**config.mk**
```make
export PLATFORM = sky130hd
export DESIGN_NAME = server_pool_health_policy_top
export DESIGN_NICKNAME = d
export VERILOG_FILES = /design/src/hw/rtl/sphp_pkg.sv /design/src/hw/rtl/sphp_ring.sv /design/src/hw/rtl/sphp_policy.sv /design/src/hw/rtl/server_pool_health_policy_top.sv
export SDC_FILE = /design/constraint.sdc
export NUM_CORES = 1
export LEC_CHECK = 0
export BUFFER_PORTS_ARGS = -buffer_cell sky130_fd_sc_hd__buf_4
export CAP_MARGIN = 20
export CORE_MARGIN = 8
export CORE_UTILIZATION = 45
export DETAILED_ROUTE_END_ITERATION = 12
export PLACE_DENSITY = 0.63
export SETUP_SLACK_MARGIN = 0.2
export SYNTH_ARGS = -nofsm -noshare
export SYNTH_HDL_FRONTEND = slang
export SYNTH_SLANG_ARGS = --single-unit
```
**constraint.sdc**
```tcl
create_clock -name clk -period 16 [get_ports clk]
set_input_delay 1.6 -clock clk [delete_from_list [all_inputs] [get_ports clk]]
set_output_delay 1.6 -clock clk [all_outputs]
set_load 0.01 [all_outputs]
```
**src/hw/rtl/sphp_pkg.sv**
```systemverilog
package sphp_pkg;

  // Depth of the drop-time ring and the largest usable drop mark.
  localparam int MAX_DROP_MARK = 16;
  localparam int DROP_IDX_W    = (MAX_DROP_MARK > 1) ? $clog2(MAX_DROP_MARK) : 1;
  // Count must hold MAX_DROP_MARK + 1 while it saturates.
  localparam int DROP_CNT_W    = $clog2(MAX_DROP_MARK + 2);

  localparam int TIME_W      = 32;
  localparam int USERS_W     = 20;
  localparam int MARK_W      = 5;
  localparam int CMD_W       = 3;
  localparam int STATUS_W    = 3;
  localparam int CFG_IDX_W   = 3;
  localparam int CFG_DATA_W  = 32;
  localparam int IN_TDATA_W  = 64;
  localparam int OUT_TDATA_W = 8;

  typedef enum logic [CMD_W-1:0] {
    CMD_POOL    = 3'd0,
    CMD_DEPOOL  = 3'd1,
    CMD_LINK    = 3'd2,
    CMD_QUIT    = 3'd3,
    CMD_CONNECT = 3'd4,
    CMD_LOGOFF  = 3'd5,
    CMD_EMPTIED = 3'd6
  } cmd_t;

  typedef enum logic [STATUS_W-1:0] {
    ST_OK           = 3'd0,
    ST_NOT_LINKED   = 3'd1,
    ST_ALREADY_POOL = 3'd2,
    ST_NO_ADDR      = 3'd3,
    ST_NOT_POOLED   = 3'd4
  } status_t;

  typedef enum logic [CFG_IDX_W-1:0] {
    REG_USER_LIMIT      = 3'd0,
    REG_DROP_MARK       = 3'd1,
    REG_DROP_WINDOW     = 3'd2,
    REG_READD_DELAY     = 3'd3,
    REG_REMOVE_SPLIT    = 3'd4,
    REG_READD_CONNECTED = 3'd5
  } reg_idx_t;

  typedef struct packed {
    logic [USERS_W-1:0] user_limit;
    logic [MARK_W-1:0]  drop_mark;
    logic [TIME_W-1:0]  drop_window;
    logic [TIME_W-1:0]  readd_delay;
    logic               remove_split;
    logic               readd_connected;
  } cfg_t;

  typedef struct packed {
    logic [CMD_W-1:0]   cmd;
    logic [TIME_W-1:0]  now;
    logic [USERS_W-1:0] user_count;
    logic               server_linked;
    logic               has_addresses;
    logic               services_synced;
  } in_item_t;

  typedef struct packed {
    logic [STATUS_W-1:0] status;
    logic                pooled_now;
    logic                active_now;
    logic                notify;
  } out_item_t;

  typedef struct packed {
    logic                  push;
    logic [TIME_W-1:0]     now;
    logic [DROP_CNT_W-1:0] mark;
  } ring_req_t;

  typedef struct packed {
    logic              at_mark;
    logic [TIME_W-1:0] oldest;
  } ring_rsp_t;

endpackage

```
**src/hw/rtl/sphp_ring.sv**
```systemverilog
module sphp_ring (
  input  logic                clk,
  input  logic                rst,
  input  sphp_pkg::ring_req_t req,
  output sphp_pkg::ring_rsp_t rsp
);

  logic [sphp_pkg::TIME_W-1:0]     times [sphp_pkg::MAX_DROP_MARK];
  logic [sphp_pkg::DROP_IDX_W-1:0] head;
  logic [sphp_pkg::DROP_CNT_W-1:0] count;

  logic [sphp_pkg::DROP_IDX_W-1:0] head_next;
  logic [sphp_pkg::DROP_CNT_W-1:0] count_inc;
  logic [sphp_pkg::DROP_CNT_W-1:0] count_next;
  logic [sphp_pkg::DROP_IDX_W+1:0] front_sum;
  logic [sphp_pkg::DROP_IDX_W+1:0] front_wrap;
  logic [sphp_pkg::DROP_IDX_W-1:0] front;

  localparam logic [sphp_pkg::DROP_CNT_W-1:0] CNT_MAX =
    sphp_pkg::DROP_CNT_W'(sphp_pkg::MAX_DROP_MARK);
  localparam logic [sphp_pkg::DROP_IDX_W+1:0] IDX_SPAN =
    (sphp_pkg::DROP_IDX_W+2)'(sphp_pkg::MAX_DROP_MARK);

  // Next head, count and oldest slot as if this beat pushes a drop.
  always_comb begin
    if (head == sphp_pkg::DROP_IDX_W'(sphp_pkg::MAX_DROP_MARK - 1)) begin
      head_next = '0;
    end else begin
      head_next = head + 1'b1;
    end
    if (count < CNT_MAX) begin
      count_inc = count + 1'b1;
    end else begin
      count_inc = CNT_MAX + 1'b1;
    end
    if (count_inc > req.mark) begin
      count_next = count_inc - 1'b1;
    end else begin
      count_next = count_inc;
    end
    front_sum = (sphp_pkg::DROP_IDX_W+2)'(head_next) + IDX_SPAN
              - (sphp_pkg::DROP_IDX_W+2)'(count_next);
    if (front_sum >= IDX_SPAN) begin
      front_wrap = front_sum - IDX_SPAN;
    end else begin
      front_wrap = front_sum;
    end
    front = front_wrap[sphp_pkg::DROP_IDX_W-1:0];
  end

  // The slot being written this beat is the oldest only when one drop is kept.
  assign rsp.oldest  = (front == head) ? req.now : times[front];
  assign rsp.at_mark = (count_next == req.mark);

  always_ff @(posedge clk) begin
    if (rst) begin
      head  <= '0;
      count <= '0;
    end else if (req.push) begin
      head  <= head_next;
      count <= count_next;
    end
  end

  always_ff @(posedge clk) begin
    if (req.push) begin
      times[head] <= req.now;
    end
  end

endmodule

```
**src/hw/rtl/sphp_policy.sv**
```systemverilog
module sphp_policy (
  input  logic                clk,
  input  logic                rst,
  input  logic                advance,
  input  sphp_pkg::cfg_t      cfg,
  input  sphp_pkg::in_item_t  item,
  output sphp_pkg::out_item_t result
);

  logic                        pooled;
  logic                        active;
  logic [sphp_pkg::TIME_W-1:0] deadline;

  logic                        pooled_next;
  logic                        active_next;
  logic [sphp_pkg::TIME_W-1:0] deadline_next;
  logic                        notify;
  sphp_pkg::status_t           status;
  logic                        is_act;
  logic                        act_mid;
  logic                        limit_on;
  logic [sphp_pkg::DROP_CNT_W-1:0] mark;
  logic [sphp_pkg::TIME_W-1:0] span;
  sphp_pkg::ring_req_t         ring_req;
  sphp_pkg::ring_rsp_t         ring_rsp;

  localparam logic [sphp_pkg::DROP_CNT_W-1:0] MARK_CAP =
    sphp_pkg::DROP_CNT_W'(sphp_pkg::MAX_DROP_MARK);

  sphp_ring u_ring (
    .clk (clk),
    .rst (rst),
    .req (ring_req),
    .rsp (ring_rsp)
  );

  assign is_act   = pooled & active;
  assign limit_on = (cfg.user_limit != '0);
  assign mark     = ((sphp_pkg::DROP_CNT_W+1)'(cfg.drop_mark) > (sphp_pkg::DROP_CNT_W+1)'(MARK_CAP))
                    ? MARK_CAP : sphp_pkg::DROP_CNT_W'(cfg.drop_mark);
  assign span     = item.now - ring_rsp.oldest;

  always_comb begin
    pooled_next   = pooled;
    active_next   = active;
    deadline_next = deadline;
    notify        = 1'b0;
    status        = sphp_pkg::ST_OK;
    act_mid       = is_act;
    ring_req.push = 1'b0;
    ring_req.now  = item.now;
    ring_req.mark = mark;
    unique case (item.cmd)
      sphp_pkg::CMD_POOL: begin
        if (!item.server_linked) begin
          status = sphp_pkg::ST_NOT_LINKED;
        end else if (pooled) begin
          status = sphp_pkg::ST_ALREADY_POOL;
        end else if (!item.has_addresses) begin
          status = sphp_pkg::ST_NO_ADDR;
        end else begin
          pooled_next = 1'b1;
          active_next = 1'b1;
          notify      = 1'b1;
        end
      end
      sphp_pkg::CMD_DEPOOL: begin
        if (!pooled) begin
          status = sphp_pkg::ST_NOT_POOLED;
        end else begin
          pooled_next = 1'b0;
          active_next = 1'b0;
          notify      = 1'b1;
        end
      end
      sphp_pkg::CMD_LINK: begin
        if ((!item.services_synced || cfg.readd_connected) && pooled && !is_act
            && item.has_addresses) begin
          pooled_next = 1'b1;
          active_next = 1'b1;
          notify      = 1'b1;
        end
      end
      sphp_pkg::CMD_QUIT: begin
        if (cfg.remove_split && is_act) begin
          active_next = 1'b0;
          notify      = 1'b1;
          if (!cfg.readd_connected) begin
            pooled_next = 1'b0;
          end
        end
      end
      sphp_pkg::CMD_CONNECT: begin
        if (is_act && limit_on && item.user_count >= cfg.user_limit) begin
          active_next = 1'b0;
          notify      = 1'b1;
        end
      end
      sphp_pkg::CMD_LOGOFF: begin
        if (pooled) begin
          if (limit_on && !is_act && cfg.user_limit > item.user_count) begin
            pooled_next = 1'b1;
            active_next = 1'b1;
            notify      = 1'b1;
            act_mid     = 1'b1;
          end
          if (mark != '0) begin
            ring_req.push = 1'b1;
            if (ring_rsp.at_mark) begin
              // Fast drops: pull out of service until the readd deadline.
              if (act_mid && span <= cfg.drop_window) begin
                deadline_next = item.now + cfg.readd_delay;
                active_next   = 1'b0;
                notify        = 1'b1;
              end else if (!act_mid && deadline != '0 && deadline <= item.now) begin
                pooled_next   = 1'b1;
                active_next   = 1'b1;
                deadline_next = '0;
                notify        = 1'b1;
              end
            end
          end
        end
      end
      sphp_pkg::CMD_EMPTIED: begin
        deadline_next = '0;
        pooled_next   = 1'b0;
        active_next   = 1'b0;
        notify        = 1'b1;
      end
      default: begin
      end
    endcase
    ring_req.push = ring_req.push & advance;
  end

  assign result.status     = status;
  assign result.pooled_now = pooled_next;
  assign result.active_now = pooled_next & active_next;
  assign result.notify     = notify;

  always_ff @(posedge clk) begin
    if (rst) begin
      pooled   <= 1'b0;
      active   <= 1'b0;
      deadline <= '0;
    end else if (advance) begin
      pooled   <= pooled_next;
      active   <= active_next;
      deadline <= deadline_next;
    end
  end

endmodule

```
**src/hw/rtl/server_pool_health_policy_top.sv**
```systemverilog
// Channel | Dir | Handshake           | Payload
// s_      | in  | s_tvalid / s_tready | s_tdata: one event
// m_      | out | m_tvalid / m_tready | m_tdata: one result per event
// cfg_    | in  | cfg_valid/cfg_ready | cfg_index, cfg_data: register write
//
// One event per cycle sustained while m_ is not stalled. An event is held in the input
// register and is resolved against pool state on the way to the result
// register, from which its result is presented on m_.
// Reset (rst, synchronous) empties both stages, clears pool flags, deadline,
// drop ring pointers and all configuration. A stalled m_ side holds the result;
// the input register still takes one more beat before s_tready drops.
module server_pool_health_policy_top (
  input  logic                                clk,
  input  logic                                rst,
  input  logic                                s_tvalid,
  output logic                                s_tready,
  // [2:0] cmd, [34:3] now, [54:35] user_count, [55] server_linked,
  // [56] has_addresses, [57] services_synced, [63:58] zero
  input  logic [sphp_pkg::IN_TDATA_W-1:0]     s_tdata,
  output logic                                m_tvalid,
  input  logic                                m_tready,
  // [2:0] status, [3] pooled_now, [4] active_now, [5] notify, [7:6] zero
  output logic [sphp_pkg::OUT_TDATA_W-1:0]    m_tdata,
  input  logic                                cfg_valid,
  output logic                                cfg_ready,
  input  logic [sphp_pkg::CFG_IDX_W-1:0]      cfg_index,
  input  logic [sphp_pkg::CFG_DATA_W-1:0]     cfg_data
);

  sphp_pkg::cfg_t      cfg;
  sphp_pkg::in_item_t  in_item;
  sphp_pkg::out_item_t result;
  sphp_pkg::out_item_t out_item;
  logic                in_valid;
  logic                advance;

  // Configuration writes are always taken.
  assign cfg_ready = 1'b1;

  always_ff @(posedge clk) begin
    if (rst) begin
      cfg <= '0;
    end else if (cfg_valid && cfg_ready) begin
      unique case (cfg_index)
        sphp_pkg::REG_USER_LIMIT:      cfg.user_limit      <= cfg_data[sphp_pkg::USERS_W-1:0];
        sphp_pkg::REG_DROP_MARK:       cfg.drop_mark       <= cfg_data[sphp_pkg::MARK_W-1:0];
        sphp_pkg::REG_DROP_WINDOW:     cfg.drop_window     <= cfg_data[sphp_pkg::TIME_W-1:0];
        sphp_pkg::REG_READD_DELAY:     cfg.readd_delay     <= cfg_data[sphp_pkg::TIME_W-1:0];
        sphp_pkg::REG_REMOVE_SPLIT:    cfg.remove_split    <= cfg_data[0];
        sphp_pkg::REG_READD_CONNECTED: cfg.readd_connected <= cfg_data[0];
        default: begin
          // drop writes to unused indexes
        end
      endcase
    end
  end

  // Move the held event into the result register whenever that register
  // is empty or being drained this cycle.
  assign advance  = in_valid && (!m_tvalid || m_tready);
  assign s_tready = !in_valid || advance;

  always_ff @(posedge clk) begin
    if (rst) begin
      in_valid <= 1'b0;
    end else if (s_tvalid && s_tready) begin
      in_valid <= 1'b1;
    end else if (advance) begin
      in_valid <= 1'b0;
    end
  end

  // Unpack the beat; payload needs no reset.
  always_ff @(posedge clk) begin
    if (s_tvalid && s_tready) begin
      in_item.cmd             <= s_tdata[2:0];
      in_item.now             <= s_tdata[34:3];
      in_item.user_count      <= s_tdata[54:35];
      in_item.server_linked   <= s_tdata[55];
      in_item.has_addresses   <= s_tdata[56];
      in_item.services_synced <= s_tdata[57];
    end
  end

  sphp_policy u_policy (
    .clk     (clk),
    .rst     (rst),
    .advance (advance),
    .cfg     (cfg),
    .item    (in_item),
    .result  (result)
  );

  always_ff @(posedge clk) begin
    if (rst) begin
      m_tvalid <= 1'b0;
    end else if (advance) begin
      m_tvalid <= 1'b1;
    end else if (m_tready) begin
      m_tvalid <= 1'b0;
    end
  end

  always_ff @(posedge clk) begin
    if (advance) begin
      out_item <= result;
    end
  end

  assign m_tdata = {2'b00, out_item.notify, out_item.active_now,
                    out_item.pooled_now, out_item.status};

  // An active result always belongs to a pooled server.
  a_active_implies_pooled : assert property (@(posedge clk) disable iff (rst)
    m_tvalid |-> (out_item.pooled_now || !out_item.active_now))
    else $error("active result without pooled flag");

  // A refused admin request never touches the activation.
  a_status_no_notify : assert property (@(posedge clk) disable iff (rst)
    (m_tvalid && out_item.status != sphp_pkg::ST_OK) |-> !out_item.notify)
    else $error("error status with notify set");

  // Backpressure on the input only when an event is already held.
  a_ready_when_empty : assert property (@(posedge clk) disable iff (rst)
    !s_tready |-> (in_valid && m_tvalid && !m_tready))
    else $error("input stalled while a stage is free");

  // A held event moves on in the cycle after the result register frees up.
  a_no_lost_event : assert property (@(posedge clk) disable iff (rst)
    (advance && !(s_tvalid && s_tready)) |=> !in_valid)
    else $error("input stage not released after advance");

endmodule

```
==> results_dict.tcl, run 1 <==
set metrics [dict create \
    htree_levels 3 \
    ys_warn_count 0 \
    antenna_found_initial 1 \
    cts_made_buffers 74 \
    fin_crit_ns 12.62 \
    cap_violations 0 \
    io_buffers 105 \
    nets 2725 \
    skew_ns 0.0248 \
    gp_congestion 0.882 \
    finalMaxSlewViolations 0 \
    tightest_slew_ns 1.01 \
    startpoint_type "register" \
    area_growth_pct 13.6 \
    cts-resized-gates 0 \
    worstPathArrival_ns 13.15 \
    fin_crit_sh_pct 78.9 \
    drcViolationCount 0 \
    crit_type "reg -> reg" \
    ys_types 76 \
    finalSetupViolations 0 \
    final_cells 3467 \
    status "finished, final reports clean" \
    fin_tns_setup_ns 0 \
    io_pins 115 \
    ys_seq_area_share_pct 61.5 \
    clockBufferDepth 3 \
    max_stage_delay_ns 1.10 \
    synth_top_area_cell "edfxtp_1" \
    crit_top_cell "ha_1" \
    synth_area_per_cell_sq_um 13.9 \
    final_common_cell "edfxtp_1" \
    final_layout_size_suffix_gt1_share_pct 17.7 \
    initial_core_util_pct 45.5 \
    crit_required_ns 16.54 \
    async_flop_share_pct 0 \
    viasPerCell 5.76 \
    crit_fanout 51 \
    post-route-util_pct 51.7 \
    timing.hold.ws_ns 0.455 \
    ys_ff_latch 712 \
    die_h_microns 285 \
    ctsHoldBuffers 0 \
    irDropWorstVdd_v 0.0000870 \
    final_cell_mix "edfxtp_1, nand2_1, a21oi_1" \
    cts_tree "built" \
    track_usage_pct 19.1 \
    antenna_left 0 \
    p_per_area_nw_per_um2 111 \
    postPlaceCellArea_sq_um 34500 \
    ys.flop_type "edfxtp_1" \
    ys_top_cells_by_area "edfxtp_1, mux4_2, dfxtp_1" \
    slowest_stage "fa_4" \
    p_leak_nw 12.9 \
    relSlewSlack_pct 32.3 \
    vias 20000 \
    worst-path-buf-inv 3 \
    final.fill_count 5917 \
    crit_start "u_policy.u_ring.count[0]$_SDFFE_PP0P_" \
    placementRows 98 \
    cts.sink_count 712 \
    rsz0062_at_grt "false" \
    grt_pass1_wl_microns 120000 \
    overflow 0 \
    synth_top_area_share_pct 53.2 \
    clk_latency_ns 0.63 \
    post-cts-setup-buffers 0 \
    min_from "cfg[50]$_SDFFE_PP0P_" \
    dp_cells 3333 \
    drt_first_pass_iters 6 \
    hp-class "reg -> reg" \
    dpl.hpwl_microns 50400 \
    timing_hold_violations_final 0 \
    grt_pass1_vias 20400 \
    crit_family "compound AO/OA/AOI/OAI gates" \
    r2r_start "u_policy.u_ring.count[0]$_SDFFE_PP0P_" \
    drtIter0Drc 1730 \
    synth_area_sq_um 32500 \
    core_area_sq_um 71500 \
    post_drt_wl_per_cell_microns 22.7 \
    finalWirelength_microns 78900 \
    root_buffer "clkbuf_16" \
    die_area_sq_um 81100 \
    synth_edf_count 576 \
    fin_area_sq_um 37000 \
    grt_max_degree 76 \
    crit_path_end_kind "register" \
    antennaDiodeCount 0 \
    syn_inst 2347 \
    max_freq_mhz 79.3 \
    die_x_microns 285 \
    path_clk_slew_ns 0.06 \
]
[sequential cells by signal, indices dropped and copies added, names as in the netlist]
signal / flops
u_policy.u_ring.count: 5
cfg: 91
u_policy.deadline: 32
in_item: 58
in_valid: 1
u_policy.u_ring.times: 512
u_policy.pooled: 1
u_policy.u_ring.head: 4
u_policy.active: 1
m_tvalid: 1
m_tdata: 6
[path summary, 6_finish.rpt]
| check | endpoint | slack, ns | depth (start not counted) |
|---|---|---|---|
| setup / recovery | u_policy.deadline[22]$_SDFFE_PP0P_ | 3.38 | 39 |
| hold / removal | cfg[50]$_SDFFE_PP0P_ | 0.45 | 2 |
| setup reg to reg | u_policy.deadline[22]$_SDFFE_PP0P_ | 3.38 | 39 |
| hold reg to reg | cfg[50]$_SDFFE_PP0P_ | 0.45 | 2 |
[stage by stage]
step	setup slack [ns]	total power, mW
3_5_place_dp	3.47	2.47
3_3_place_gp	3.68	2.46
4_1_cts	3.43	4.14
2_1_floorplan	6.75	2.35
6_report	3.38	4.12
5_1_grt	2.72	4.26
[metal layers]
metal	global-route usage, %	up-vias	share of wire (%)
met5	0	-	0
met4	5.44	0	2.2
met3	2.63	120	5.4
met2	33.1	573	50
met1	25.1	10100	42
li1	-	9186	-
[logic make-up after synthesis]
| group | count (synthesis) | share of synthesized area (%) |
|---|---|---|
| flops | 712 | 61.5 |
| simple gates | 581 | 8.17 |
| compound gates | 432 | 8.15 |
| buf+inv | 220 | 2.59 |
| mux | 173 | 11.5 |
| fa+ha+maj | 161 | 6.26 |
| xor+xnor | 66 | 1.78 |
| other cells | 2 | 0.0231 |
[worst min-delay path: stages, from the launching register on]
cell and delay, ns:
dfxtp_1 0.31, nand2_1 0.05, a21oi_1 0.05
[synthesized netlist by cell type (all sizes together), types with 33 or more instances]
cell type / instances
a21o: 33
a21oi: 226
clkbuf: 91
dfxtp: 136
edfxtp: 576
ha: 158
inv: 116
mux4: 159
nand2: 254
nand3: 57
nor2: 118
o21ai: 48
xnor2: 47
[layout make-up]
cell class	instances	area [sq um]	area share, %
inverters	116	435	1.18
clock buffers	97	2010	5.44
flip-flops and latches	712	20000	54.2
multi-input cells	1416	11900	32.1
well taps	950	1190	3.22
clock inverters	36	379	1.03
repair buffers	140	1070	2.90
[power breakdown]
| part | switching [mW] | leakage (nW) | internal (mW) | total (mW) |
|---|---|---|---|---|
| Sequential | 0.0345 | 6.32 | 2.02 | 2.05 |
| Clock | 0.720 | 1.16 | 0.962 | 1.68 |
| Combinational | 0.209 | 5.37 | 0.174 | 0.383 |
| Total | 0.964 | 12.9 | 3.15 | 4.12 |
No activity file was read; power rests on OpenSTA's default activity.
==> inputs of run 2 (changes only) <==
Settings changed: PLACE_DENSITY 0.63 to 0.65.
Clock period 16 ns to 10.96 ns, I/O delays scaled along.
==> run 2 against run 1 <==
Compared with the run above: count of clock-buffer cells in the layout shrank 13; largest power group unchanged; wire length grew 0.54%; highest routed layer unchanged; combinational power grew 53%; critical endpoint unchanged; non-clock buffer count grew 28; global-route usage is essentially flat; clock skew shrank 0.0069 ns; clock power grew 44%; largest cell class unchanged; hold slack lost 0.00072 ns; total power grew 46%; sequential power grew 46%; flip-flop and latch count is the same; setup slack lost 2.6 ns.
==> results_dict.tcl, run 2 (same netlist as run 1, synthesis figures left out) <==
set metrics [dict create \
    viasPerCell 5.78 \
    crit_path_end_kind "register" \
    cts_tree "built" \
    skew_ns 0.0180 \
    hold_end "cfg[37]$_SDFFE_PP0P_" \
    regMostFlops "u_policy.u_ring.times" \
    fin_tns_setup_ns 0 \
    post_drt_wl_per_cell_microns 22.7 \
    timing_hold_violations_final 0 \
    overflow 0 \
    worstPathArrival_ns 10.71 \
    gp_congestion 0.898 \
    antennaDiodeCount 0 \
    max_freq_mhz 98.4 \
    grt_pass1_vias 20500 \
    finalWorstSetupSlack_ns 0.794 \
    r2r_slack_ns 0.79 \
    startpoint_type "register" \
    status "finished, final reports clean" \
    irDropWorstVdd_v 0.000138 \
    core_area_sq_um 71500 \
    antenna_found_initial 0 \
    cts_made_buffers 71 \
    grt_pass1_wl_microns 121000 \
    p_leak_nw 13.0 \
    drtIter0Drc 1620 \
    fin_crit_ns 10.17 \
    r2r-end "u_policy.deadline[22]$_SDFFE_PP0P_" \
    crit_family "compound AO/OA/AOI/OAI gates" \
    clockBufferDepth 3 \
    dpl.hpwl_microns 50900 \
    area_growth_pct 14.4 \
    die_area_sq_um 81100 \
    p_per_area_nw_per_um2 161 \
    r2r_start "u_policy.u_ring.count[1]$_SDFFE_PP0P_" \
    final_common_cell "edfxtp_1" \
    crit_fanout 29 \
    final_cell_mix "edfxtp_1, nand2_1, a21oi_1" \
    vias 20100 \
    grt_max_degree 85 \
    drt_first_pass_iters 5 \
    rsz0062_at_grt "true" \
    nets 2750 \
    root_buffer "clkbuf_16" \
    htree_levels 3 \
    clk_latency_ns 0.62 \
    crit_type "reg -> reg" \
    finalPower_mw 6.00 \
    crit_cells 39 \
    relSlewSlack_pct 31.2 \
    rr_worst_depth 39 \
    slowest_stage "fa_4" \
    finalWirelength_microns 79300 \
    cap_violations 0 \
    io_pins 115 \
    finalMaxSlewViolations 0 \
    initial_core_util_pct 45.5 \
    crit_top_cell "a21oi_1" \
    placementRows 98 \
    final.fill_count 5825 \
    crit_required_ns 11.50 \
    largest_reg_flops 512 \
    min_from "cfg[37]$_SDFFE_PP0P_" \
    cts.sink_count 712 \
    finalSetupViolations 0 \
    tightest_slew_ns 1.01 \
    worst-path-buf-inv 5 \
    max_stage_delay_ns 1.05 \
    post-place-ws_ns 0.522 \
    antenna_left 0 \
    drcViolationCount 0 \
    track_usage_pct 19.1 \
    holdPathStages 2 \
    die_h_microns 285 \
    io_buffers 105 \
    top_regs "u_policy.u_ring.times x512, cfg x91, in_item x58" \
    fin_crit_sh_pct 92.8 \
    die_x_microns 285 \
    path_clk_slew_ns 0.06 \
    hp-class "reg -> reg" \
    final_layout_size_suffix_gt1_share_pct 18.6 \
    timing.hold.ws_ns 0.454 \
]
run 2: changes by cell type in the layout (fill, tap and decap cells not counted), moves of 3 or more:
cell / change
buf_4: +19
clkbuf_1: -9
clkinv_1: +6
buf_12: +5
buf_6: +3
clkinv_2: -3
run 2: layout make-up:
| cell class | instances | area, sq um | share of cell area, % |
|---|---|---|---|
| well taps | 950 | 1190 | 3.20 |
| multi-input cells | 1416 | 11900 | 31.9 |
| repair buffers | 168 | 1370 | 3.69 |
| flip-flops and latches | 712 | 20000 | 53.8 |
| clock buffers | 84 | 1900 | 5.10 |
| inverters | 116 | 435 | 1.17 |
| clock inverters | 42 | 415 | 1.12 |
run 2: worst reg2reg max path: cells and delay by family, from the launching register on:
family	cells	cell delay (ns)
AND/OR/NAND/NOR	7	1.73
multiplexers	3	1.10
flip-flops	1	0.39
buffers and inverters	5	1.36
adder cells (fa/ha/maj)	5	2.25
XOR/XNOR	1	0.15
AO/OA/AOI/OAI	18	3.16
run 2: metal layers:
metal  share of wire (%)  vias to the layer above  global-route usage (%)
li1                    -                     9237                       -
met1                  41                    10200                    24.7
met2                  50                      607                    33.2
met3                 5.9                      129                    2.79
met4                 2.7                        0                    5.96
met5                   0                        -                       0
run 2: report_power, final:
group          internal [mW]  leakage (nW)  total [mW]  switching (mW)
logic                  0.271          5.55       0.586           0.315
clock network           1.39          1.12        2.42            1.03
registers               2.94          6.32        2.99          0.0515
run 2: worst max path at each step:
stage	startpoint	slack, ns	endpoint
after CTS	u_policy.u_ring.count[1]$_SDFFE_PP0P_	0.48	u_policy.deadline[22]$_SDFFE_PP0P_
after detailed placement	u_policy.u_ring.count[1]$_SDFFE_PP0P_	0.52	u_policy.deadline[22]$_SDFFE_PP0P_
after floorplan	u_policy.u_ring.count[1]$_SDFFE_PP0P_	1.71	u_policy.deadline[22]$_SDFFE_PP0P_
after global placement	u_policy.u_ring.count[1]$_SDFFE_PP0P_	0.63	u_policy.deadline[22]$_SDFFE_PP0P_
after global routing	u_policy.u_ring.count[1]$_SDFFE_PP0P_	0.14	u_policy.deadline[22]$_SDFFE_PP0P_
final	u_policy.u_ring.count[1]$_SDFFE_PP0P_	0.79	u_policy.deadline[22]$_SDFFE_PP0P_
run 2: repair_timing:
item	CTS	global route
gates resized for setup	0	7
setup endpoints to repair	0	34
setup buffers	0	0
hold buffers	0	0
run 2: stage by stage:
stage	instance area (sq um)	cells	utilization, %
2_1_floorplan	32500	2348	-
3_3_place_gp	34800	3361	48.7
3_5_place_dp	34800	3361	48.7
4_1_cts	37100	3487	52.0
5_1_grt	37200	3488	52.0
6_report	37200	3488	52.0
==> inputs of run 3 (changes only) <==
Settings changed: GPL_TIMING_DRIVEN set to 0, SYNTH_HIERARCHICAL set to 1.
==> run 3 against run 2 <==
Compared with the run above: register-to-register slack got worse by 0.05 ns; clock skew grew 0.0048 ns; clock power up 7%; final area rose by 8.3%; fmax is 0.51% lower; setup slack worse by 0.052 ns; global-route usage rose by 1.7 points; hold slack improved by 0.016 ns; flip-flop and latch count stayed put.
==> results_dict.tcl, run 3 <==
set metrics [dict create \
    wl_met2_microns 46400 \
    cts_made_buffers 75 \
    irDropWorstVdd_v 0.000117 \
    final_cell_mix "edfxtp_1, ha_1, inv_1" \
    htree_levels 3 \
    gp_congestion 0.907 \
    met3_length_microns 4540 \
    fin_crit_sh_pct 93.2 \
    finalPower_mw 6.22 \
    max_freq_mhz 97.9 \
    startpoint_type "register" \
    fin_tns_setup_ns 0 \
    ys_warn_count 6 \
    crit_required_ns 11.52 \
    synth_area_sq_um 35100 \
    ys_ff_latch 712 \
    fin_area_sq_um 40300 \
    p_per_area_nw_per_um2 154 \
    ys_types 98 \
    root_buffer "clkbuf_16" \
    timing.hold.ws_ns 0.470 \
    fin_crit_ns 10.22 \
    track_usage_pct 20.8 \
    r2r_start "u_policy/u_ring/count[0]$_SDFFE_PP0P_" \
    drcViolationCount 0 \
    final_layout_size_suffix_gt1_share_pct 21.4 \
    synth.most_common_cell "edfxtp_1" \
    crit_top_cell "ha_1" \
    grt_max_degree 41 \
    cts_tree "built" \
    ys_seq_area_share_pct 57.0 \
    crit_fanout 10 \
    die_area_sq_um 87200 \
    post-place-ws_ns -1.00 \
    finalSetupViolations 0 \
    status "finished, final reports clean" \
    io_buffers 105 \
    final_common_cell "edfxtp_1" \
    die_h_microns 295 \
    drt_first_pass_iters 5 \
    worstPathArrival_ns 10.77 \
    clockBufferDepth 3 \
    cap_violations 0 \
    r2r_slack_ns 0.74 \
    crit_path_end_kind "register" \
    antennaDiodeCount 0 \
    max_stage_delay_ns 0.71 \
    tightest_slew_ns 1.10 \
    core_area_sq_um 77300 \
    r2r-end "u_policy/deadline[18]$_SDFFE_PP0P_" \
    finalWirelength_microns 91700 \
    timing_hold_violations_final 0 \
    rsz0062_at_grt "false" \
    relSlewSlack_pct 26.9 \
    postPlaceCellArea_sq_um 37600 \
    dpl.hpwl_microns 65600 \
    top_regs "u_policy/u_ring/times x512, cfg x91, in_item x58" \
    nets 2938 \
    io_pins 115 \
    largest_reg_flops 512 \
    hp-class "reg -> reg" \
    drtIter0Drc 1627 \
    vias 22000 \
    ctsHoldBuffers 0 \
    highest_layer "met4" \
    path_clk_slew_ns 0.06 \
    m1WireLength_microns 37600 \
    synthTopCellsByCount "edfxtp_1, ha_1, inv_1" \
    finalWorstSetupSlack_ns 0.741 \
    async_flop_share_pct 0 \
    initial_core_util_pct 45.4 \
    grt_pass1_vias 22800 \
    clk_latency_ns 0.62 \
    hold_end "m_tvalid$_SDFFE_PP0P_" \
    rr_worst_depth 38 \
    ys_top_cells_by_area "edfxtp_1, mux4_2, dfxtp_1" \
    min_from "in_valid$_SDFFE_PP0P_" \
    die_x_microns 295 \
    placementRows 102 \
    post_drt_wl_per_cell_microns 24.3 \
    area_growth_pct 14.7 \
    skew_ns 0.0228 \
    slowest_stage "nor4_1" \
    regMostFlops "u_policy/u_ring/times" \
    antenna_found_initial 0 \
    cts.sink_count 712 \
    overflow 0 \
    syn_inst 2470 \
    holdPathStages 2 \
    ys.flop_type "edfxtp_1" \
    synth_top_area_cell "edfxtp_1" \
    antenna_left 0 \
    grt_pass1_wl_microns 138000 \
    synth_edf_count 576 \
    p_leak_nw 14.5 \
    finalMaxSlewViolations 0 \
    viasPerCell 5.84 \
    synth_area_per_cell_sq_um 14.2 \
    final.fill_count 6481 \
    synth_top_area_share_pct 49.2 \
    crit_type "reg -> reg" \
]
## run 3: changes by cell type after synthesis, moves of 26 or more
cell      before  now
a21oi_1      225   80
and3_1         8   40
clkbuf_1      91   65
mux2_2         0   65
mux2i_1       13  130
mux4_2       159  128
nand2_1      254   62
nand2b_1      16  139
nand3_1       56   26
nor2_1       118   67
nor3b_1        2   65
o31ai_1        3   39
## run 3: through the flow
stage | std cells | util (%)
after detailed placement | 3633 | 48.6
after CTS | 3768 | 52.0
after floorplan | 2471 | -
after global placement | 3616 | 48.1
final | 3769 | 52.1
after global routing | 3769 | 52.1
## run 3: critical path, delay by kind of cell, from the launching register on
kind,cells,cell delay [ns]
AO/OA/AOI/OAI,10,2.62
AND/OR/NAND/NOR,13,3.00
adder cells (fa/ha/maj),6,1.72
XOR/XNOR,5,1.25
flip-flops,1,0.34
buffers and inverters,4,1.20
## run 3: layer usage
layer / vias to the layer above / track usage (%)
li1: 9970 / -
met1: 11200 / 25.8
met2: 686 / 37.1
met3: 172 / 2.82
met4: 0 / 7.37
met5: - / 0
## run 3: worst max path at each step
stage,end,slack (ns),cells after the start,from
floorplan,u_policy/deadline[0]$_SDFFE_PP0P_,2.40,36,u_policy/u_ring/count[0]$_SDFFE_PP0P_
CTS,u_policy/deadline[18]$_SDFFE_PP0P_,0.25,40,u_policy/u_ring/count[0]$_SDFFE_PP0P_
global placement,u_policy/deadline[26]$_SDFFE_PP0P_,-0.81,39,u_policy/u_ring/count[0]$_SDFFE_PP0P_
global route,u_policy/deadline[18]$_SDFFE_PP0P_,0.19,40,u_policy/u_ring/count[0]$_SDFFE_PP0P_
detailed placement,u_policy/deadline[18]$_SDFFE_PP0P_,-1.00,39,u_policy/u_ring/count[0]$_SDFFE_PP0P_
finish,u_policy/deadline[18]$_SDFFE_PP0P_,0.74,38,u_policy/u_ring/count[0]$_SDFFE_PP0P_
## run 3: what timing repair did
action | 4_1_cts | 5_1_grt
cloned | 0 | 0
hold endpoints to repair | 0 | 0
resized for setup | 25 | 35
endpoints found under the setup margin | 35 | 33
buffers inserted | 0 | 1
pin swaps | 0 | 1
## run 3: kinds of logic after synthesis
group,count (synthesis),synth area share [%]
AO/OA/AOI/OAI,408,8.94
multiplexers,323,14.0
AND/OR/NAND/NOR,533,8.99
buffers and inverters,261,3.36
XOR/XNOR,68,1.82
adder cells (fa/ha/maj),163,5.87
flip-flops,712,57.0
other,2,0.0214
## run 3: final cells by class
type                       instances  area [sq um]  share of cell area [%]
buffer                           119           686                    1.70
clock buffer                      98          2120                    5.26
inverter                         142           533                    1.32
sequential                       712         20000                    49.7
tap                             1040          1300                    3.23
multi-input combinational       1498         14000                    34.8
clock inverter                    37           405                    1.01
timing repair buffer             123          1180                    2.93
## run 3: where the power goes
| part | total, mW | internal [mW] | switching [mW] |
|---|---|---|---|
| sequential | 3.01 | 2.95 | 0.0605 |
| clock | 2.58 | 1.54 | 1.05 |
| combinational | 0.633 | 0.292 | 0.341 |
